**src/ymr_pkg.sv**
```systemverilog
`timescale 1ns / 1ps
// ---------------------------------------------------------------------------
// ymr_pkg
// Types, codes and helpers shared by the YMODEM receive block.
// ---------------------------------------------------------------------------
package ymr_pkg;

    localparam int LENGTH_BITS_DEFAULT = 32;

    // control characters
    localparam logic [7:0] CH_SOH = 8'h01;
    localparam logic [7:0] CH_STX = 8'h02;
    localparam logic [7:0] CH_EOT = 8'h04;
    localparam logic [7:0] CH_NAK = 8'h15;
    localparam logic [7:0] CH_CAN = 8'h18;
    localparam logic [7:0] CH_ZERO = 8'h30;
    localparam logic [7:0] CH_NINE = 8'h39;

    localparam logic [10:0] SMALL_SIZE = 11'd128;
    localparam logic [10:0] BIG_SIZE   = 11'd1024;

    // reply codes
    localparam logic [2:0] REP_NONE = 3'd0;
    localparam logic [2:0] REP_ACK  = 3'd1;
    localparam logic [2:0] REP_NAK  = 3'd2;
    localparam logic [2:0] REP_C    = 3'd3;
    localparam logic [2:0] REP_CAN  = 3'd4;

    // event codes
    localparam logic [2:0] EV_NONE    = 3'd0;
    localparam logic [2:0] EV_COMMIT  = 3'd1;
    localparam logic [2:0] EV_HEADER  = 3'd2;
    localparam logic [2:0] EV_FILEEND = 3'd3;
    localparam logic [2:0] EV_SUCCESS = 3'd4;
    localparam logic [2:0] EV_EMPTY   = 3'd5;
    localparam logic [2:0] EV_ERROR   = 3'd6;

    // error codes
    localparam logic [2:0] ERR_NONE       = 3'd0;
    localparam logic [2:0] ERR_TIMEOUT    = 3'd1;
    localparam logic [2:0] ERR_ABORTED    = 3'd2;
    localparam logic [2:0] ERR_INCOMPLETE = 3'd3;
    localparam logic [2:0] ERR_NAME_LONG  = 3'd4;
    localparam logic [2:0] ERR_PROTOCOL   = 3'd5;
    localparam logic [2:0] ERR_OVERRUN    = 3'd6;

    // timer selects
    localparam logic [2:0] TMO_CHAR    = 3'd0;
    localparam logic [2:0] TMO_FIVE    = 3'd1;
    localparam logic [2:0] TMO_HALF    = 3'd2;
    localparam logic [2:0] TMO_MINUTE  = 3'd3;
    localparam logic [2:0] TMO_TEN     = 3'd4;
    localparam logic [2:0] TMO_INITIAL = 3'd5;

    // configuration register indexes
    localparam logic [1:0] CFG_USE_CRC  = 2'd0;
    localparam logic [1:0] CFG_MAX_TMO  = 2'd1;
    localparam logic [1:0] CFG_MAX_NAME = 2'd2;

    typedef struct packed {
        logic       mode;
        logic [7:0] rx_byte;
    } item_t;

    typedef struct packed {
        logic [2:0]  reply;
        logic        data_valid;
        logic [7:0]  data_byte;
        logic [9:0]  data_offset;
        logic [2:0]  event_res;
        logic [2:0]  error_code;
        logic [10:0] commit_length;
        logic [31:0] declared_length;
        logic [2:0]  timeout_select;
        logic        length_overflow;
    } result_t;

    // crc-16/xmodem, one byte
    function automatic logic [15:0] crc_byte(input logic [15:0] c, input logic [7:0] b);
        logic [15:0] r;
        r = c ^ {b, 8'h00};
        for (int k = 0; k < 8; k++)
        begin
            r = r[15] ? ({r[14:0], 1'b0} ^ 16'h1021) : {r[14:0], 1'b0};
        end
        return r;
    endfunction

endpackage

```
**src/ymodem_receiver.sv**
```systemverilog
`timescale 1ns / 1ps
// ---------------------------------------------------------------------------
// ymodem_receiver
// Receive side of a YMODEM batch: packet framing, check, header parse, commit.
// ---------------------------------------------------------------------------
// Usage: each transfer on the item channel is one received byte (mode 0) or
// the expiry of the timer last selected (mode 1). Every item gives exactly one
// result on the result channel: the reply to send, a tentative payload byte,
// an event with error code and commit length, the declared length and the
// timer to arm next.
// The result is registered and valid in the cycle after the item transfer. One
// item is taken per cycle while the result channel does not stall; the whole
// per-byte update sits between the state registers and the result register.
// When the result channel stalls, the held result stays and the item channel
// stalls until the result is taken; a new item may be taken in the same cycle
// the held result leaves.
// Configuration writes (use_crc, max_start_timeouts, max_name_length) take
// effect at the clock edge where the write enable is high.
// Reset puts the block in wait-for-first-packet with the initial timer armed
// and the result register empty.
// ---------------------------------------------------------------------------
module ymodem_receiver #(
    parameter int LENGTH_BITS = ymr_pkg::LENGTH_BITS_DEFAULT
) (
    input  logic             clk,
    input  logic             rst_n,
    input  logic             item_valid,
    output logic             item_stall,
    input  ymr_pkg::item_t   item,
    output logic             result_valid,
    input  logic             result_stall,
    output ymr_pkg::result_t result,
    input  logic             cfg_we,
    input  logic [1:0]       cfg_index,
    input  logic [7:0]       cfg_data
);

    localparam logic [2:0] PH_WAIT_FIRST = 3'd0;
    localparam logic [2:0] PH_IN_PACKET  = 3'd1;
    localparam logic [2:0] PH_WAIT_NEXT  = 3'd2;
    localparam logic [2:0] PH_DRAIN      = 3'd3;
    localparam logic [2:0] PH_ENDED      = 3'd4;

    localparam logic [1:0] HP_NAME   = 2'd0;
    localparam logic [1:0] HP_DIGITS = 2'd1;
    localparam logic [1:0] HP_DONE   = 2'd2;

    localparam logic [LENGTH_BITS-1:0] LEN_MAX = {LENGTH_BITS{1'b1}};

    logic use_crc_reg;
    logic [3:0] max_tmo_reg;
    logic [7:0] max_name_reg;

    logic [2:0] phase_reg, phase_next;
    logic [10:0] idx_reg, idx_next;
    logic big_reg, big_next;
    logic [7:0] seq_reg, seq_next;
    logic [15:0] check_reg, check_next;
    logic [7:0] chk_hi_reg, chk_hi_next;
    logic first_reg, first_next;
    logic [7:0] last_seq_reg, last_seq_next;
    logic [LENGTH_BITS-1:0] file_len_reg, file_len_next;
    logic [LENGTH_BITS-1:0] rcv_reg, rcv_next;
    logic [3:0] start_tmo_reg, start_tmo_next;
    logic [1:0] hp_reg, hp_next;
    logic [7:0] name_cnt_reg, name_cnt_next;
    logic [LENGTH_BITS-1:0] accum_reg, accum_next;
    logic accum_ovf_reg, accum_ovf_next;
    logic name_empty_reg, name_empty_next;
    logic name_long_reg, name_long_next;
    logic len_flag_reg, len_flag_next;
    logic [2:0] armed_reg, armed_next;

    logic result_valid_reg;
    ymr_pkg::result_t result_reg, res;

    logic take;
    logic [7:0] b;
    logic [10:0] size, total, off;
    logic [3:0] start_inc;
    logic [LENGTH_BITS+3:0] prod;
    logic [LENGTH_BITS-1:0] slice_full;
    logic [10:0] slice;
    logic ok;
    logic [LENGTH_BITS+31:0] decl_ext;

    assign item_stall   = result_valid_reg && result_stall;
    assign take         = item_valid && !item_stall;
    assign result_valid = result_valid_reg;
    assign result       = result_reg;

    assign b     = item.rx_byte;
    assign size  = big_reg ? ymr_pkg::BIG_SIZE : ymr_pkg::SMALL_SIZE;
    assign total = size + (use_crc_reg ? 11'd5 : 11'd4);
    assign off   = idx_reg - 11'd3;
    assign start_inc = (start_tmo_reg < 4'd15) ? start_tmo_reg + 4'd1 : start_tmo_reg;
    // accum * 10 + digit, upper bits flag saturation
    assign prod = ({4'd0, accum_reg} << 3) + ({4'd0, accum_reg} << 1)
                + {{LENGTH_BITS{1'b0}}, 4'(b - ymr_pkg::CH_ZERO)};
    assign slice_full = file_len_reg - rcv_reg;
    assign slice = (slice_full > {{(LENGTH_BITS-11){1'b0}}, size}) ? size : slice_full[10:0];
    assign ok = use_crc_reg ? (check_reg[15:8] == chk_hi_reg && check_reg[7:0] == b)
                            : (check_reg[7:0] == b);

    always_comb
    begin
        phase_next = phase_reg; idx_next = idx_reg; big_next = big_reg;
        seq_next = seq_reg; check_next = check_reg; chk_hi_next = chk_hi_reg;
        first_next = first_reg; last_seq_next = last_seq_reg;
        file_len_next = file_len_reg; rcv_next = rcv_reg;
        start_tmo_next = start_tmo_reg; hp_next = hp_reg;
        name_cnt_next = name_cnt_reg; accum_next = accum_reg;
        accum_ovf_next = accum_ovf_reg; name_empty_next = name_empty_reg;
        name_long_next = name_long_reg; len_flag_next = len_flag_reg;
        armed_next = armed_reg;
        res = '0;

        case (phase_reg)
            PH_WAIT_FIRST, PH_WAIT_NEXT:
            begin
                if (item.mode)
                begin
                    if (phase_reg == PH_WAIT_NEXT)
                    begin
                        res.reply = ymr_pkg::REP_CAN; res.event_res = ymr_pkg::EV_ERROR;
                        res.error_code = ymr_pkg::ERR_TIMEOUT; phase_next = PH_ENDED;
                    end
                    else
                    begin
                        start_tmo_next = start_inc;
                        if (start_inc >= max_tmo_reg)
                        begin
                            res.reply = ymr_pkg::REP_CAN; res.event_res = ymr_pkg::EV_ERROR;
                            res.error_code = ymr_pkg::ERR_TIMEOUT; phase_next = PH_ENDED;
                        end
                        else
                        begin
                            res.reply = use_crc_reg ? ymr_pkg::REP_C : ymr_pkg::REP_NAK;
                            armed_next = ymr_pkg::TMO_FIVE;
                        end
                    end
                end
                else if (b == ymr_pkg::CH_SOH || b == ymr_pkg::CH_STX)
                begin
                    big_next = (b == ymr_pkg::CH_STX);
                    idx_next = 11'd1;
                    check_next = '0; chk_hi_next = '0;
                    hp_next = HP_NAME; name_cnt_next = '0; accum_next = '0;
                    accum_ovf_next = 1'b0; name_empty_next = 1'b0; name_long_next = 1'b0;
                    armed_next = ymr_pkg::TMO_CHAR;
                    phase_next = PH_IN_PACKET;
                end
                else if (b == ymr_pkg::CH_CAN || b == ymr_pkg::CH_NAK)
                begin
                    res.reply = ymr_pkg::REP_CAN; res.event_res = ymr_pkg::EV_ERROR;
                    res.error_code = ymr_pkg::ERR_ABORTED; phase_next = PH_ENDED;
                end
                else if (b == ymr_pkg::CH_EOT)
                begin
                    if (rcv_reg >= file_len_reg)
                    begin
                        res.reply = ymr_pkg::REP_ACK; res.event_res = ymr_pkg::EV_FILEEND;
                        first_next = 1'b1; phase_next = PH_WAIT_FIRST; start_tmo_next = '0;
                    end
                    else
                    begin
                        res.reply = ymr_pkg::REP_CAN; res.event_res = ymr_pkg::EV_ERROR;
                        res.error_code = ymr_pkg::ERR_INCOMPLETE; phase_next = PH_ENDED;
                    end
                end
            end
            PH_IN_PACKET:
            begin
                if (item.mode)
                begin
                    res.reply = ymr_pkg::REP_NAK;
                    idx_next = '0;
                    if (rcv_reg == '0)
                    begin
                        armed_next = ymr_pkg::TMO_FIVE; phase_next = PH_WAIT_FIRST;
                        start_tmo_next = '0;
                    end
                    else
                    begin
                        armed_next = ymr_pkg::TMO_MINUTE; phase_next = PH_WAIT_NEXT;
                    end
                end
                else if (idx_reg == 11'd2 && seq_reg != ~b)
                begin
                    // complement mismatch: drop the rest until the line is quiet
                    phase_next = PH_DRAIN; armed_next = ymr_pkg::TMO_CHAR; idx_next = '0;
                end
                else
                begin
                    if (idx_reg == 11'd1)
                        seq_next = b;
                    else if (idx_reg >= 11'd3 && idx_reg < size + 11'd3)
                    begin
                        check_next = use_crc_reg ? ymr_pkg::crc_byte(check_reg, b)
                                                 : {8'd0, check_reg[7:0] + b};
                        if (first_reg)
                        begin
                            if (seq_reg == 8'd0)
                            begin
                                case (hp_reg)
                                    HP_NAME:
                                    begin
                                        if (b == 8'd0)
                                        begin
                                            if (off == '0) name_empty_next = 1'b1;
                                            hp_next = HP_DIGITS;
                                        end
                                        else if (name_cnt_reg >= max_name_reg)
                                            name_long_next = 1'b1;
                                        else
                                            name_cnt_next = name_cnt_reg + 8'd1;
                                    end
                                    HP_DIGITS:
                                    begin
                                        if (b >= ymr_pkg::CH_ZERO && b <= ymr_pkg::CH_NINE)
                                        begin
                                            if (prod[LENGTH_BITS+3:LENGTH_BITS] != 4'd0)
                                            begin
                                                accum_next = LEN_MAX; accum_ovf_next = 1'b1;
                                            end
                                            else
                                                accum_next = prod[LENGTH_BITS-1:0];
                                        end
                                        else
                                            hp_next = HP_DONE;
                                    end
                                    default: ;
                                endcase
                            end
                        end
                        else
                        begin
                            res.data_valid = 1'b1; res.data_byte = b;
                            res.data_offset = off[9:0];
                        end
                    end
                    else if (idx_reg == size + 11'd3 && use_crc_reg)
                        chk_hi_next = b;

                    if (idx_reg + 11'd1 >= total)
                    begin
                        phase_next = PH_WAIT_NEXT; idx_next = '0;
                        if (!ok)
                            res.reply = ymr_pkg::REP_NAK;
                        else if (first_reg || (last_seq_reg + 8'd1) == seq_reg)
                        begin
                            if (file_len_reg != '0 && rcv_reg >= file_len_reg)
                            begin
                                res.reply = ymr_pkg::REP_ACK; res.event_res = ymr_pkg::EV_SUCCESS;
                                phase_next = PH_ENDED;
                            end
                            else
                            begin
                                last_seq_next = seq_reg;
                                first_next = 1'b0;
                                if (first_reg && seq_reg == 8'd0)
                                begin
                                    if (name_empty_reg)
                                    begin
                                        res.reply = ymr_pkg::REP_ACK;
                                        res.event_res = ymr_pkg::EV_EMPTY; phase_next = PH_ENDED;
                                    end
                                    else if (name_long_reg)
                                    begin
                                        res.reply = ymr_pkg::REP_CAN; res.event_res = ymr_pkg::EV_ERROR;
                                        res.error_code = ymr_pkg::ERR_NAME_LONG;
                                        phase_next = PH_ENDED;
                                    end
                                    else
                                    begin
                                        res.reply = ymr_pkg::REP_ACK;
                                        res.event_res = ymr_pkg::EV_HEADER;
                                        file_len_next = accum_reg; len_flag_next = accum_ovf_reg;
                                        rcv_next = '0; armed_next = ymr_pkg::TMO_HALF;
                                        phase_next = PH_WAIT_FIRST; start_tmo_next = '0;
                                    end
                                end
                                else if (first_reg)
                                begin
                                    res.reply = ymr_pkg::REP_CAN; res.event_res = ymr_pkg::EV_ERROR;
                                    res.error_code = ymr_pkg::ERR_PROTOCOL; phase_next = PH_ENDED;
                                end
                                else if (rcv_reg >= file_len_reg)
                                begin
                                    res.reply = ymr_pkg::REP_CAN; res.event_res = ymr_pkg::EV_ERROR;
                                    res.error_code = ymr_pkg::ERR_OVERRUN; phase_next = PH_ENDED;
                                end
                                else
                                begin
                                    rcv_next = rcv_reg + {{(LENGTH_BITS-11){1'b0}}, slice};
                                    res.reply = ymr_pkg::REP_ACK;
                                    res.event_res = ymr_pkg::EV_COMMIT;
                                    res.commit_length = slice;
                                end
                            end
                        end
                        else if (last_seq_reg == seq_reg)
                            res.reply = ymr_pkg::REP_ACK;
                        else
                            res.reply = ymr_pkg::REP_NAK;
                    end
                    else
                        idx_next = idx_reg + 11'd1;
                end
            end
            PH_DRAIN:
            begin
                if (item.mode)
                begin
                    res.reply = ymr_pkg::REP_NAK;
                    if (rcv_reg == '0)
                    begin
                        armed_next = ymr_pkg::TMO_TEN; phase_next = PH_WAIT_FIRST;
                        start_tmo_next = '0;
                    end
                    else
                        phase_next = PH_WAIT_NEXT;
                end
            end
            default: ;
        endcase

        decl_ext = {32'd0, file_len_next};
        res.declared_length = decl_ext[31:0];
        res.timeout_select  = armed_next;
        res.length_overflow = len_flag_next;
    end

    always_ff @(posedge clk or negedge rst_n)
    begin
        if (!rst_n)
        begin
            use_crc_reg <= 1'b1; max_tmo_reg <= 4'd7; max_name_reg <= 8'd255;
        end
        else if (cfg_we)
        begin
            case (cfg_index)
                ymr_pkg::CFG_USE_CRC:  use_crc_reg <= cfg_data[0];
                ymr_pkg::CFG_MAX_TMO:  max_tmo_reg <= cfg_data[3:0];
                ymr_pkg::CFG_MAX_NAME: max_name_reg <= cfg_data;
                default: ;
            endcase
        end
    end

    always_ff @(posedge clk or negedge rst_n)
    begin
        if (!rst_n)
        begin
            phase_reg <= PH_WAIT_FIRST; idx_reg <= '0; big_reg <= 1'b0; seq_reg <= '0;
            check_reg <= '0; chk_hi_reg <= '0; first_reg <= 1'b1; last_seq_reg <= '0;
            file_len_reg <= '0; rcv_reg <= '0; start_tmo_reg <= '0; hp_reg <= HP_NAME;
            name_cnt_reg <= '0; accum_reg <= '0; accum_ovf_reg <= 1'b0;
            name_empty_reg <= 1'b0; name_long_reg <= 1'b0; len_flag_reg <= 1'b0;
            armed_reg <= ymr_pkg::TMO_INITIAL;
        end
        else if (take)
        begin
            phase_reg <= phase_next; idx_reg <= idx_next; big_reg <= big_next;
            seq_reg <= seq_next; check_reg <= check_next; chk_hi_reg <= chk_hi_next;
            first_reg <= first_next; last_seq_reg <= last_seq_next;
            file_len_reg <= file_len_next; rcv_reg <= rcv_next;
            start_tmo_reg <= start_tmo_next; hp_reg <= hp_next;
            name_cnt_reg <= name_cnt_next; accum_reg <= accum_next;
            accum_ovf_reg <= accum_ovf_next; name_empty_reg <= name_empty_next;
            name_long_reg <= name_long_next; len_flag_reg <= len_flag_next;
            armed_reg <= armed_next;
        end
    end

    always_ff @(posedge clk or negedge rst_n)
    begin
        if (!rst_n)
            result_valid_reg <= 1'b0;
        else if (take)
            result_valid_reg <= 1'b1;
        else if (!result_stall)
            result_valid_reg <= 1'b0;
    end

    always_ff @(posedge clk)
    begin
        if (take)
            result_reg <= res;
    end

    // payload and an event never share one result
    assert property (@(posedge clk) disable iff (!rst_n)
        result_valid_reg |-> !(result_reg.data_valid && result_reg.event_res != ymr_pkg::EV_NONE))
        else $error("payload byte and event in one result");

    assert property (@(posedge clk) disable iff (!rst_n)
        result_valid_reg |->
            ((result_reg.error_code != ymr_pkg::ERR_NONE) ==
             (result_reg.event_res == ymr_pkg::EV_ERROR)))
        else $error("error code does not match event");

    assert property (@(posedge clk) disable iff (!rst_n)
        (result_valid_reg && result_reg.event_res != ymr_pkg::EV_COMMIT) |->
            result_reg.commit_length == 11'd0)
        else $error("commit length outside commit event");

    assert property (@(posedge clk) disable iff (!rst_n)
        (result_valid_reg && result_stall) |=> (result_valid_reg && $stable(result_reg)))
        else $error("held result lost");

    assert property (@(posedge clk) disable iff (!rst_n)
        (phase_reg == PH_ENDED) |=> (phase_reg == PH_ENDED))
        else $error("left ended phase");

endmodule

```
**config.mk**
```make
export PLATFORM = sky130hd
export DESIGN_NAME = ymodem_receiver
export DESIGN_NICKNAME = d
export VERILOG_FILES = /design/src/ymr_pkg.sv /design/src/ymodem_receiver.sv
export SDC_FILE = /design/constraint.sdc
export NUM_CORES = 1
export LEC_CHECK = 0
export ABC_CLOCK_PERIOD_IN_PS = 6650
export BUFFER_PORTS_ARGS = -buffer_cell sky130_fd_sc_hd__buf_4
export CORE_UTILIZATION = 35
export CTS_CLUSTER_SIZE = 25
export DETAILED_ROUTE_END_ITERATION = 7
export GPL_TIMING_DRIVEN = 1
export SLEW_MARGIN = 30
export SYNTH_ARGS = -nofsm -noshare
export SYNTH_HDL_FRONTEND = slang
export SYNTH_SLANG_ARGS = --single-unit
```
**constraint.sdc**
```tcl
create_clock -name clk -period 6.65 [get_ports clk]
set_input_delay 0.665 -clock clk [delete_from_list [all_inputs] [get_ports clk]]
set_output_delay 0.665 -clock clk [all_outputs]
set_load 0.01 [all_outputs]
```
# [After elaboration in Yosys (flattened, before gate mapping)]
# Cells that the tools add are included.
[totals] elab_cells=438 ff_bits=262 inputBits=24
[op_classes] n_addsub=13 reduce_logical=47 n_lt_le_gt_ge=10 eq_ne=71 bitwise=18 mux=246
[op_table] op="32-bit two-way mux" count=26
[op_table] op="3-bit two-way mux" count=58
[op_table] op="8-bit two-way mux" count=16
[op_table] op="16-bit two-way mux" count=7
[op_table] op="11-bit two-way mux" count=10
[op_table] op="13-bit two-way mux" count=8
[op_table] op="13-bit AND reduction" count=6
[op_table] op="4-bit two-way mux" count=18
[op_table] op="17-bit two-way mux" count=4
[op_table] op="32-bit one-hot mux with 2 select lines" count=1
[op_table] op="19-bit two-way mux" count=3
[op_table] op="2-bit != test, second input constant" count=28
[op_table] op="1-bit two-way mux" count=55
[op_table] op="6-bit two-way mux" count=8
[op_table] op="3-bit != test, second input constant" count=15
[op_table] op="39-bit two-way mux" count=1
[op_table] op="35-bit by 33-bit adder with 36-bit output" count=1
[op_table] op="36-bit by 4-bit adder with 36-bit output" count=1
[op_table] op="32-bit by 11-bit adder with 32-bit output" count=1
[op_table] op="8-bit equality test" count=4
[op_table] op="32-bit >= comparator" count=1
[op_table] op="32-bit by 11-bit > comparator with 1-bit output" count=1
[op_table] op="32-bit zero test" count=1
[op_table] op="16-bit one-hot mux with 2 select lines" count=1
[op_table] op="69 further kinds" count=130

# [Longest topological paths before layout]
# Gate-level depths: netlist (run 1).
[logic_depth] depth_word=23 ltp_mapped=32 mapped_depth_nobuf=29

# [Worst setup path after synthesis (run 1)]
# OpenSTA, ideal clock, no wires.
[synth_timing] path_type="reg2reg" from="register file_len_reg[0]" to="register rcv_reg[30]" synth_period_minus_slack_ns=6.478 path_stages_with_launch=33 required_time_ns=6.518 path_buffers=3 t_arrival_ns=6.346 setup_time_ns=0.132 setup_slack_ns=0.172 path_cell_list="dfrtp_1 -> inv_1 -> ha_1 -> fa_1 -> nand2b_1 -> a21o_1 -> a21oi_1 -> nor2_1 -> xnor2_1 -> ha_1 -> inv_1 -> a32oi_1 -> nand4_1 -> a2111o_1 -> a2111o_1 -> or4_4 -> or3_1 -> clkbuf_1 -> clkbuf_1 -> nor2_1 -> ha_1 -> a21o_1 -> a21oi_1 -> o21bai_1 -> a21oi_1 -> o21bai_1 -> a21oi_1 -> o211ai_1 -> o21ba_2 -> clkbuf_1 -> nand4_1 -> xnor2_1 -> nor2_1"
[synth_between] elab_chain_cells=7 word_cells_on_any_way=13 cone_classes="2 x add/sub; 2 x order compare; 1 x eq/ne; 4 x mux; 1 x bitwise; 3 x reduce/logical"
[synth_rtl] item="start: declaration" line_no="ymodem_receiver.sv:62" source="logic [LENGTH_BITS-1:0] file_len_reg, file_len_next;"
[synth_rtl] item="start signal: assignment" line_no="ymodem_receiver.sv:367" source="file_len_reg <= file_len_next; rcv_reg <= rcv_next;"
[synth_rtl] item="32-bit subtractor *" line_no="ymodem_receiver.sv:100" source="assign slice_full = file_len_reg - rcv_reg;"
[synth_rtl] item="32-bit by 11-bit > comparator with 1-bit output" line_no="ymodem_receiver.sv:101" source="assign slice = (slice_full > {{(LENGTH_BITS-11){1'b0}}, size}) ? size : slice_full[10:0];"
[synth_rtl] item="11-bit two-way mux *" line_no="ymodem_receiver.sv:101"
[synth_rtl] item="named net slice[2]" line_no="ymodem_receiver.sv:83" source="logic [10:0] slice;"
[synth_rtl] item="32-bit by 11-bit adder with 32-bit output *" line_no="ymodem_receiver.sv:295" source="rcv_next = rcv_reg + {{(LENGTH_BITS-11){1'b0}}, slice};"
[synth_rtl] item="32-bit two-way mux *" line_no="ymodem_receiver.sv:288" source="else if (rcv_reg >= file_len_reg)"
[synth_rtl] item="32-bit two-way mux *" line_no="ymodem_receiver.sv:283" source="else if (first_reg)"
[synth_rtl] item="32-bit two-way mux *" line_no="ymodem_receiver.sv:261" source="if (first_reg && seq_reg == 8'd0)"
[synth_rtl] item="end signal: assignment" line_no="ymodem_receiver.sv:367"
[synth_rtl] item="end: declaration" line_no="ymodem_receiver.sv:63" source="logic [LENGTH_BITS-1:0] rcv_reg, rcv_next;"
# Mark *: on every way through the listed nets, which the timed path passes. The rest lies on a longest branch. The select of a mux whose other input is x is not followed.
# A chain may end at the register's enable or synchronous reset.

# [Worst setup path in the final report (run 1)]
[layout_timing] from="register rcv_reg[0]" to="register rcv_reg[14]"
[layout_between] elab_chain_cells=7 word_cells_on_any_way=12 cone_classes="2 x add/sub; 2 x order compare; 1 x eq/ne; 4 x mux; 1 x bitwise; 2 x reduce/logical"
[layout_rtl] item="32-bit subtractor" line_no="ymodem_receiver.sv:100"
[layout_rtl] item="32-bit by 11-bit > comparator with 1-bit output" line_no="ymodem_receiver.sv:101"
[layout_rtl] item="11-bit two-way mux" line_no="ymodem_receiver.sv:101"
[layout_rtl] item="32-bit by 11-bit adder with 32-bit output" line_no="ymodem_receiver.sv:295"
[layout_rtl] item="32-bit two-way mux" line_no="ymodem_receiver.sv:288"
[layout_rtl] item="32-bit two-way mux" line_no="ymodem_receiver.sv:283"
[layout_rtl] item="32-bit two-way mux" line_no="ymodem_receiver.sv:261"
# Parallel ways exist; a longest one is shown, timed or not. The select of a mux whose other input is x is not followed.

==> impl_metrics.tcl, run 1 <==
set metrics [dict create \
    largest_register_ffs 75 \
    final_cell_mix "245 x nand2_1, 172 x dfrtp_1, 159 x buf_4, 147 x nor2_1, 136 x ha_1" \
    ys.flop_type "dfrtp_1" \
    wl_um 55300 \
    placed_area_um2 20000 \
    timing.final.crit_share 0.983 \
    layout-drive-gt1-share 0.166 \
    grt_antenna_before_repair 0 \
    seq_area_frac_synth 0.378 \
    grt_pass1_wl_um 87100 \
    syn_area_um2 18400 \
    ys_seq_elements 262 \
    design_area_um2 21300 \
    cts_buffers 34 \
    p_per_area_nw_per_um2 177 \
    htree_levels 2 \
    ios 101 \
    start_util 0.356 \
    gr-total-overflow 0 \
    fmax_mhz 153 \
    drv_slew 0 \
    wl_per_cell_um 19.6 \
    yosysWarnings 0 \
    nets 2283 \
    synth_edf_count 75 \
    dieArea_um2 53400 \
    io_buffers 100 \
    fillCellCount 5043 \
    post-route-util 0.413 \
    die_w_um 231 \
    setup_tns_ns 0 \
    slew_headroom 0.361 \
    status "completed" \
    end_kind "flop" \
    path_common_cell "a21oi_2" \
    worst_setup_path_start_kind "flop" \
    drtIter0Drc 1284 \
    finalSetupViolCount 0 \
    max_cap_viol_count 0 \
    hpwl_um 41200 \
    worstSetupPathType "reg2reg" \
    irDropWorstVdd_uv 154 \
    path_max_fanout 6 \
    post-route-min-period_ns 6.54 \
    vias_per_cell 5.58 \
    hold_viol_final 0 \
    fp.dieH_um 231 \
    synth.distinct_cells 88 \
    synth_nets 2178 \
    core_area_um2 51600 \
    path_clk_slew_ns 0.06 \
    skew_ns 0.0243 \
    clkSinkCount 262 \
    hold_path_class "in2async" \
    syn_area_per_cell_um2 9.13 \
    cp_slowest_cell "or4_4" \
    synthCells 2012 \
    finalWeightedCongestion 0.920 \
    ys_async_sr_fraction 0.714 \
    p_leak_nw 9.96 \
    ant_nets 0 \
    grt_max_degree 79 \
    max_stage_delay_ns 0.51 \
    final_common_cell "nand2_1" \
    num_rows 83 \
    first_pass_iters 6 \
    rsz0062_at_grt "yes" \
    vias 15800 \
    arrival_ns 6.98 \
    critPathRequiredTime_ns 7.09 \
    regArea_um2 6950 \
    cts_tree "done" \
    synth_top_cell_area_share 0.234 \
    ctsRootBufferMaster "clkbuf_16" \
    synth_area_leaders "dfrtp_1 23%, edfxtp_1 12%, ha_1 9.3%, nand2_1 5.0%, xnor2_1 4.7%" \
    n_antenna_cell 0 \
    tightestPinTransition_ns 0.957 \
    grt_usage 0.206 \
    multi_input_area_um2 10800 \
    drcViolationCount 0 \
    clk_latency_ns 0.55 \
    yosysTopAreaCell "dfrtp_1" \
    clockBufferDepth 3 \
    syn_to_final_growth_pct 16.1 \
    grt_pass1_vias 15300 \
]
==> worst max-delay path, delay by kind of cell (launching register included) <==
kind / cells / cell delay, ns
and+or+nand+nor: 8 / 1.61
AOI/OAI and AO/OA: 13 / 2.72
xor gates and xnor gates: 2 / 0.37
adders and majority gates: 4 / 1.12
buffers and inverters: 2 / 0.19
DFF: 1 / 0.42
==> area by class of cell <==
class / count / area share
clock inverter: 22 / 0.00997
multi-input combinational: 1559 / 0.507
clock buffer: 40 / 0.0424
sequential: 262 / 0.326
inverter: 98 / 0.0173
tap: 680 / 0.0399
timing repair buffer: 162 / 0.0577
==> cells in the mapped netlist, types with 17 or more instances <==
master	n
a21oi_1	105
and3_1	18
o21bai_1	18
nand4_1	53
a22oi_1	17
o211ai_1	25
and2_1	22
clkbuf_1	73
o31ai_1	29
xor2_1	43
a21o_1	51
mux2_2	63
nand3_1	51
nor3_1	39
dfrtp_1	172
nand2b_1	20
o21ai_0	82
or3_1	18
nand2_1	245
ha_1	137
edfxtp_1	75
xnor2_1	99
inv_1	97
nor4_1	28
nor2_1	152
==> worst paths after layout <==
path | from | slack (ns) | endpoint | cells after the start
worst max-delay path | rcv_reg[0] | 0.11 | rcv_reg[14] | 29
worst min-delay path | rst_n | 0.14 | idx_reg[3] | 1
worst max register to register | rcv_reg[0] | 0.11 | rcv_reg[14] | 29
worst min register to register | len_flag_reg | 0.49 | len_flag_reg | 2
max in group asynchronous | rst_n | 5.33 | accum_reg[21] | 2
min in group clk | item_valid | 0.32 | result_valid | 2
==> where the power goes <==
group | internal [W] | switching, W | total [W]
combinational | 0.0000766 | 0.000113 | 0.000189
clock | 0.00110 | 0.000754 | 0.00186
sequential | 0.00170 | 0.0000246 | 0.00173
total | 0.00288 | 0.000892 | 0.00377
==> stage by stage <==
step	power [W]	std cells	setup WS [ns]	hold slack (ns)
final	0.00377	2823	0.111	0.138
after global placement	0.00195	2752	0.0952	0.455
after detailed placement	0.00195	2752	-0.0920	0.480
after floorplan	0.00185	2012	0.172	0.369
after global routing	0.00392	2823	-0.192	0.185
after CTS	0.00383	2814	0.0215	0.166
==> what timing repair did <==
| item | in CTS | in global routing |
|---|---|---|
| endpoints found under the hold margin | 0 | 0 |
| endpoints found under the setup margin | 15 | 26 |
| pin swaps | 0 | 30 |
| hold buffers | 0 | 0 |
| cloned | 0 | 1 |
| buffers inserted | 0 | 8 |
| gates resized for setup | 2 | 22 |
==> per-layer routing <==
metal / global-route usage / share of wire / up-vias
li1: - / - / 7532
met1: 0.279 / 0.46 / 7669
met2: 0.334 / 0.46 / 451
met3: 0.0346 / 0.056 / 98
met4: 0.0654 / 0.026 / 0
met5: 0 / 0 / -
==> kinds of logic (layout without fill, tap and decap cells) <==
logic type,Yosys count,in the layout,share of synthesized area
multiplexers,75,75,0.0451
flip-flops,262,262,0.378
AO/OA/AOI/OAI,474,475,0.176
XOR/XNOR,142,142,0.0677
adder cells (fa/ha/maj),142,142,0.0987
AND/OR/NAND/NOR,725,725,0.193
buffers and inverters,192,322,0.0411
Note: power is estimated with default switching activity, not from simulation.
==> run 2, diff against run 1 <==
--- a/config.mk
+++ b/config.mk
@@ -7,10 +7,11 @@
 export LEC_CHECK = 0
 export ABC_CLOCK_PERIOD_IN_PS = 6650
 export BUFFER_PORTS_ARGS = -buffer_cell sky130_fd_sc_hd__buf_4
-export CORE_UTILIZATION = 35
+export CORE_UTILIZATION = 56
 export CTS_CLUSTER_SIZE = 25
 export DETAILED_ROUTE_END_ITERATION = 7
 export GPL_TIMING_DRIVEN = 1
+export PLACE_DENSITY = 0.77
 export SLEW_MARGIN = 30
 export SYNTH_ARGS = -nofsm -noshare
 export SYNTH_HDL_FRONTEND = slang
==> run 2 against run 1 <==
Final cell count fell by 9.2%. Critical endpoint is now rcv_reg[16]. Cell area fell by 2.1%. Via count rose by 2.4%. Largest cell class unchanged. Critical path type unchanged. Power fell by 3.5%. Highest routed layer unchanged.
==> impl_metrics.tcl, run 2 (synthesis results as in run 1) <==
set metrics [dict create \
    status "completed" \
    slew_headroom 0.375 \
    design_area_um2 20900 \
    skew_ns 0.0180 \
    htree_levels 1 \
    drcViolationCount 0 \
    path_clk_slew_ns 0.07 \
    placed_area_um2 19600 \
    final_common_cell "nand2_1" \
    wl_um 53400 \
    wl_per_cell_um 20.8 \
    nets 2271 \
    final_cell_mix "245 x nand2_1, 172 x dfrtp_1, 149 x buf_4, 147 x nor2_1, 136 x ha_1" \
    finalSetupViolCount 0 \
    grt_pass1_wl_um 84400 \
    gr-total-overflow 0 \
    core_area_um2 31900 \
    cp_slowest_cell "or4_4" \
    fillCellCount 2611 \
    n_antenna_cell 0 \
    path_max_fanout 7 \
    largest_register_ffs 75 \
    fmax_mhz 155 \
    vias 16100 \
    grt_pass1_vias 15200 \
    clk_latency_ns 0.57 \
    irDropWorstVdd_uv 203 \
    die_w_um 183 \
    cts_buffers 30 \
    ant_nets 0 \
    critPathRequiredTime_ns 7.08 \
    worst_setup_path_start_kind "flop" \
    ios 101 \
    timing.final.crit_share 0.970 \
    finalWeightedCongestion 0.986 \
    clockBufferDepth 3 \
    drtIter0Drc 1578 \
    grt_max_degree 118 \
    dieArea_um2 33500 \
    max_stage_delay_ns 0.49 \
    max_cap_viol_count 0 \
    layout-drive-gt1-share 0.161 \
    arrival_ns 6.88 \
    worstSetupPathType "reg2reg" \
    hpwl_um 38800 \
    cts_tree "done" \
    hold_path_class "in2async" \
    dp.cells 2496 \
    fp.dieH_um 183 \
    tightestPinTransition_ns 0.935 \
    num_rows 65 \
    grt_usage 0.317 \
    holdBufCountCts 0 \
    first_pass_iters 6 \
    p_per_area_nw_per_um2 174 \
    ctsRootBufferMaster "clkbuf_16" \
    end_kind "flop" \
    io_buffers 100 \
    finalNonFillerCells 2564 \
    syn_to_final_growth_pct 13.6 \
    grt_antenna_before_repair 0 \
    post-route-min-period_ns 6.45 \
    vias_per_cell 6.29 \
    hold_viol_final 0 \
    power_w 0.00364 \
    start_util 0.576 \
    path_common_cell "a21oi_2" \
    clkSinkCount 262 \
    p_leak_nw 9.86 \
    drv_slew 0 \
]
run 2: routing by layer:
layer	vias to the layer above	global-route usage	routed length [um]
met5	-	0	0
met1	7831	0.452	23700
met2	669	0.494	23900
met4	0	0.114	2040
met3	136	0.0411	3810
li1	7497	-	-
run 2: worst max-delay path: cells and delay by family (launching register included):
kind	cells	cell delay, ns
AO/OA/AOI/OAI	13	2.62
AND/OR/NAND/NOR	8	1.59
adder cells (fa/ha/maj)	4	1.12
flip-flops	1	0.44
XOR/XNOR	2	0.32
buffers and inverters	2	0.21
run 2: final timing paths:
path / to / slack [ns] / start / cells after the start
worst max register to register: rcv_reg[16] / 0.20 / rcv_reg[0] / 29
worst min-delay path: name_cnt_reg[4] / 0.008 / rst_n / 1
worst min register to register: len_flag_reg / 0.48 / len_flag_reg / 2
worst max-delay path: rcv_reg[16] / 0.20 / rcv_reg[0] / 29
min in group clk: result_valid / 0.32 / item_valid / 2
max in group asynchronous: file_len_reg[25] / 5.27 / rst_n / 3
run 2: repair_timing:
item,in CTS,in global routing
cloned,0,1
setup endpoints to repair,13,27
pin swaps,0,23
resized for setup,3,20
buffers inserted,0,10
run 2: where the power goes:
group / switching (W) / total [W] / internal, W
clock: 0.000716 / 0.00172 / 0.00101
sequential: 0.0000252 / 0.00173 / 0.00170
combinational: 0.000111 / 0.000190 / 0.0000788
total: 0.000853 / 0.00364 / 0.00279
run 2: layout make-up:
class | instances | area [um2] | share of cell area
clock buffers | 31 | 776 | 0.0372
clock inverters | 25 | 251 | 0.0120
inverters | 98 | 369 | 0.0177
multi-input cells | 1559 | 10800 | 0.517
flip-flops and latches | 262 | 6950 | 0.333
well taps | 435 | 544 | 0.0261
repair buffers | 154 | 1200 | 0.0574
run 2: stage by stage:
step	setup slack (ns)	util	setup TNS (ns)	hold WS (ns)
3_5_place_dp	-0.108	0.616	-0.934	0.466
3_3_place_gp	0.142	0.616	0	0.456
6_report	0.197	0.655	0	0.00786
2_1_floorplan	0.172	-	0	0.369
5_1_grt	-0.0371	0.655	-0.133	0.0343
4_1_cts	0.00607	0.648	0	0.306
